File: src/rtl/core/apqa_pkg.sv
// Shared types and constants for the aging priority queue arbiter.
package apqa_pkg;

  localparam int unsigned MsgW   = 16;
  localparam int unsigned PrioW  = 4;
  localparam int unsigned TimeW  = 48;
  localparam int unsigned CapW   = 5;
  localparam int unsigned AgeW   = 16;
  localparam int unsigned ScoreW = 64;
  localparam int unsigned CfgIdxW  = 1;
  localparam int unsigned CfgDataW = 16;

  localparam logic [CapW-1:0] CapReset = 5'd16;
  localparam logic [AgeW-1:0] AgeReset = 16'd256;
  localparam logic [ScoreW-1:0] ScoreUnit = 64'd256000;
  localparam logic [ScoreW-1:0] NeverBonus = 64'd1000;

  typedef enum logic [CfgIdxW-1:0] {
    CFG_BUCKET_CAPACITY = 1'b0,
    CFG_AGING_FACTOR    = 1'b1
  } cfg_idx_e;

  typedef enum logic {
    FUNC_PUSH = 1'b0,
    FUNC_POP  = 1'b1
  } func_e;

  typedef enum logic [2:0] {
    ST_IDLE,
    ST_MUL,
    ST_CMP,
    ST_RD,
    ST_OUT
  } back_state_e;

  // One decoded transaction as it travels from the front end to the back end.
  typedef struct packed {
    func_e             func;
    logic              lvl_ok;
    logic [MsgW-1:0]   msg;
    logic [PrioW-1:0]  prio;
    logic [TimeW-1:0]  now;
  } cmd_t;

endpackage

File: src/rtl/core/apqa_front.sv
// Front end: accepts transactions, decodes them and buffers them in a short queue.
module apqa_front #(
  parameter int unsigned LEVELS = 8
) (
  input  logic                       clk_i,
  input  logic                       rst_ni,
  input  logic                       in_valid_i,
  output logic                       in_stall_o,
  input  logic                       func_i,
  input  logic [apqa_pkg::MsgW-1:0]  msg_index_i,
  input  logic [apqa_pkg::PrioW-1:0] priority_req_i,
  input  logic [apqa_pkg::TimeW-1:0] now_us_i,
  output logic                       cmd_valid_o,
  output apqa_pkg::cmd_t             cmd_o,
  input  logic                       cmd_ready_i
);
  import apqa_pkg::*;

  cmd_t       buf_q [2];
  logic       wptr_q, wptr_d, rptr_q, rptr_d;
  logic [1:0] cnt_q, cnt_d;
  logic       push, pop;
  cmd_t       cmd_new;

  always_comb begin
    cmd_new.func   = func_e'(func_i);
    cmd_new.lvl_ok = (32'(priority_req_i) < LEVELS);
    cmd_new.msg    = msg_index_i;
    cmd_new.prio   = priority_req_i;
    cmd_new.now    = now_us_i;
  end

  assign in_stall_o  = (cnt_q == 2'd2);
  assign push        = in_valid_i && !in_stall_o;
  assign cmd_valid_o = (cnt_q != 2'd0);
  assign pop         = cmd_valid_o && cmd_ready_i;
  assign cmd_o       = buf_q[rptr_q];

  always_comb begin
    wptr_d = push ? ~wptr_q : wptr_q;
    rptr_d = pop ? ~rptr_q : rptr_q;
    cnt_d  = cnt_q + {1'b0, push} - {1'b0, pop};
  end

  always_ff @(posedge clk_i or negedge rst_ni) begin
    if (!rst_ni) begin
      wptr_q <= 1'b0;
      rptr_q <= 1'b0;
      cnt_q  <= 2'd0;
    end else begin
      wptr_q <= wptr_d;
      rptr_q <= rptr_d;
      cnt_q  <= cnt_d;
    end
  end

  always_ff @(posedge clk_i) begin
    if (push) begin
      buf_q[wptr_q] <= cmd_new;
    end
  end

endmodule

File: config.mk
export PLATFORM = sky130hd
export DESIGN_NAME = apqa_front
export DESIGN_NICKNAME = d
export VERILOG_FILES = /design/src/rtl/core/apqa_pkg.sv /design/src/rtl/core/apqa_front.sv
export SDC_FILE = /design/constraint.sdc
export NUM_CORES = 1
export LEC_CHECK = 0
export BUFFER_PORTS_ARGS = -buffer_cell sky130_fd_sc_hd__buf_2
export CORE_ASPECT_RATIO = 2
export CORE_MARGIN = 8
export CORE_UTILIZATION = 40
export CTS_BUF_LIST = sky130_fd_sc_hd__clkbuf_4
export DETAILED_ROUTE_END_ITERATION = 16
export PLACE_DENSITY = 0.7
export SLEW_MARGIN = 30
export SYNTH_ARGS = -nofsm -noshare
export SYNTH_HDL_FRONTEND = slang
export SYNTH_SLANG_ARGS = --single-unit
File: constraint.sdc
create_clock -name clk_i -period 12.55 [get_ports clk_i]
set_input_delay 1.255 -clock clk_i [delete_from_list [all_inputs] [get_ports clk_i]]
set_output_delay 1.255 -clock clk_i [all_outputs]
set_load 0.05 [all_outputs]
# --- Word-level counts from Yosys, hierarchy flattened ---
# Memory sizes are Yosys's and may differ from the RTL's.
# Index checks and enable logic that the tools add are counted.
word_totals:
  ff_bits: 4
  ram_bits: 140
  in_bits: 73
  output_inout_bits: 72
  elab_cells: 16
  n_memories: 1
memory_table:
  columns: ["memory", "words", "word_bits", "read_ports", "rd_ports_with_merged_regs", "write_ports", "line", "rtl"]
  rows:
  - ["buf_q", 2, 70, 1, 0, 1, "apqa_front.sv:19", "cmd_t buf_q [2];"]
classes:
  add_sub_neg: 2
  order_cmp: 1
  n_eq_ne: 1
  muxes: 2
  bitwise_logic: 2
  n_reduce_logical: 4
op_table:
  columns: ["op", "count"]
  rows:
  - ["$lt 4x4->1 const B", 1]
  - ["$add 2x1->2", 1]
  - ["$eq 2x2->1 const B", 1]
  - ["$logic_and 1x1->1", 2]
  - ["$mux 1", 2]
  - ["$not 1->1", 2]
  - ["$reduce_bool 2->1", 1]
  - ["$sub 2x1->2", 1]
  - ["$logic_not 1->1", 1]

# --- Depth between registers and ports, before layout ---
depth:
  ltp_word: 5
  depth_mapped: 7
  depth_no_buf: 7

# --- Worst setup path after synthesis ---
# Ideal clock, no wire load.
synth_timing:
  kind: "input port to flip-flop"
  from: "in in_valid_i"
  to: "mem buf_q[0][0] (netlist name), enable pin"
  setup_ns: 0.498
  arrival_time_ns: 4.273
  required_ns: 12.052
  setup_slack_ns: 7.779
  stages: 2
  path_buffers: 0
  path_cell_list: "nand2_1 -> nor2_1"
synth_between:
  elab_chain_len: 3
synth_rtl:
  columns: ["element", "line", "rtl"]
  rows:
  - ["from (decl)", "apqa_front.sv:7", "input logic in_valid_i,"]
  - ["$logic_and 1x1->1", "apqa_front.sv:34", "assign push = in_valid_i && !in_stall_o;"]
  - ["$mux 1", "apqa_front.sv:58", "if (push) begin"]
  - ["$mux 1 (not written as such)", "apqa_front.sv:59", "buf_q[wptr_q] <= cmd_new;"]
  - ["to (decl)", "apqa_front.sv:19", null]
# Every way passes these cells.

==> flow_summary.toml <==
[run_status]
status = "completed"

[logic_synthesis]
yosysWarnings = 0
ys_seq_elements = 144
synth_cell_types = 16
netlist_instances = 237
avgSynthCellArea_um2 = 23.7
ys_seq_area_share_pct = 76.7
syn_nets = 312
syn_area_um2 = 5610

[routing]
wl_per_cell_um = 17.9
firstDrtPassIters = 4
drc_errors = 0
num_vias = 2679
ant_nets = 0
routed_wl_mm = 10.7
drtIter0Drc = 101
via_per_inst = 4.46

[die]
fp.coreArea_um2 = 13800
pin_count = 145
rows = 61
die_x_um = 99.7
die_y_um = 183
die_area_um2 = 18300
floorplan.initialDensity_pct = 40.6

[sta]
finalHoldViolations = 0
setup_violations = 0
worst_pin_slew_ps = 694
tns_ps = 0
fin_worst_skew_ps = 19.0
drv_slew = 0
slew_headroom_pct = 53.8
rsz0062_at_grt = "no"
fin_crit_sh_pct = 31.6
finalCriticalPeriod_ps = 3970
setup_slack_ps = 8580
fmax_ghz = 0.252

[worst_setup_path]
worstPathArrival_ps = 2710
start_kind = "flop"
crit_type = "flop to output port"
cp_cell_sequence = "buf_4, mux2_2, buf_2"
crit_family = "flip-flops"
cp_data_required_time_ps = 11300
path_max_fanout = 38
slowest_delay_ps = 910
worst_setup_path_end_kind = "output port"
crit_slowest_cell = "dfrtp_4"
path_buf_inv = 2

[clock_network]
clkTransAtPathRegs_ps = 120
cts_root_buffer = "clkbuf_4"
cts-resized-gates = 0
hold_buffers = 0
htreeDepth = 4
post-cts-setup-buffer-count = 0
tritoncts = "yes"
clkSinkCount = 144
clk_path_buf_depth = 2
clock_latency_ps = 510
numCtsBuffers = 17

[power_and_ir_drop]
power.density_nw_per_um2 = 275
p_leak_nw = 2.76
peakVddDrop_mv = 0.163
total_power_w = 0.00188

[flow_run]
drv_cap = 0

[layout]
fin_nets = 471
syn2layout_area_growth_pct = 22.0
layout_commonest_cell = "buf_2"
mostFrequentLayoutCells = "buf_2, edfxtp_1, mux2_4, clkbuf_4, bufinv_16"
layout.cells.non_filler = 601
layout-drive-gt1-share_pct = 61.9

[grt]
antenna_found_initial = 3
grt_start_max_net_pins = 71
grt_pass1_wl_mm = 16.2
grtUsageTotal_pct = 12.1
grt.met3_usage_pct = 3.91
grt_pass1_vias = 3047
busiest_layer = "met2"
grt_overflow_total = 0
use_met1_pct = 10.1
grtUsageMet2_pct = 22.8

[placed_design]
place_ws_ps = 9100
numPlacedInstances = 565
place_congestion = 0.724
dp.final_hpwl_mm = 7.68
portBuffers = 144

[min_path]
hold_path.class = "flop to flop"
## sequential cells by signal (all words and copies together) (netlist names)
register	count
cnt_q	2
buf_q	140
wptr_q	1
rptr_q	1
## power by group
part	switching (W)	total (W)	internal (W)
logic	0.000556	0.000829	0.000273
clock network	0.000153	0.000337	0.000184
registers	0.0000602	0.000717	0.000657
## cell families after synthesis
group	synth area share [%]
buffers and inverters	2.90
AND/OR/NAND/NOR	0.625
flip-flops	76.7
XOR/XNOR	0.625
adder cells (fa/ha/maj)	0.446
multiplexers	18.7
## cells in the mapped netlist (all sizes together)
master / instances / area [um2]
and2: 1 / 8.76
and3: 1 / 6.26
buf: 8 / 151
dfrtp: 4 / 100
edfxtp: 140 / 4200
ha: 2 / 25.0
inv: 3 / 11.3
mux2: 70 / 1050
nand2: 1 / 3.75
nand2b: 1 / 6.26
nor2: 1 / 3.75
or2: 1 / 6.26
xnor2: 3 / 26.3
xor2: 1 / 8.76
## layout make-up
| type | instances | area, um2 |
|---|---|---|
| tap | 189 | 236 |
| multi-input combinational | 82 | 1150 |
| timing repair buffer | 148 | 783 |
| antenna | 3 | 7.51 |
| fill | 1162 | 6970 |
| clock buffer | 20 | 150 |
| inverter | 3 | 11.3 |
| sequential | 144 | 4310 |
| clock inverter | 12 | 193 |
## per-layer routing
metal / share of wire [%] / up-vias
met1: 32 / 1316
met5: 0 / -
met2: 59 / 87
li1: - / 1258
met3: 5.0 / 18
met4: 4.2 / 0
## worst paths after layout
kind | startpoint | to | slack, ps | cells past startpoint
setup / recovery | rptr_q$_DFFE_PN0P_ | cmd_o[64] | 8580 | 3
hold / removal | cnt_q[1]$_DFF_PN0_ | cnt_q[1]$_DFF_PN0_ | 510 | 1
setup reg to reg | cnt_q[1]$_DFF_PN0_ | buf_q[0][29]$_DFFE_PP_ | 10520 | 4
hold reg to reg | cnt_q[1]$_DFF_PN0_ | cnt_q[1]$_DFF_PN0_ | 510 | 1
max in group asynchronous | rst_ni | cnt_q[1]$_DFF_PN0_ | 11870 | 1
min in group asynchronous | rst_ni | rptr_q$_DFFE_PN0P_ | 530 | 1
## per-stage QoR
| stage | hold slack, ps | area (um2) | utilization (%) |
|---|---|---|---|
| floorplan | 460 | 5610 | - |
| global placement | 480 | 6450 | 46.7 |
| detailed placement | 502 | 6470 | 46.9 |
| CTS | 463 | 6820 | 49.3 |
| global route | 451 | 6840 | 49.5 |
| finish | 508 | 6840 | 49.5 |
No activity file was read; power rests on OpenSTA's default activity.
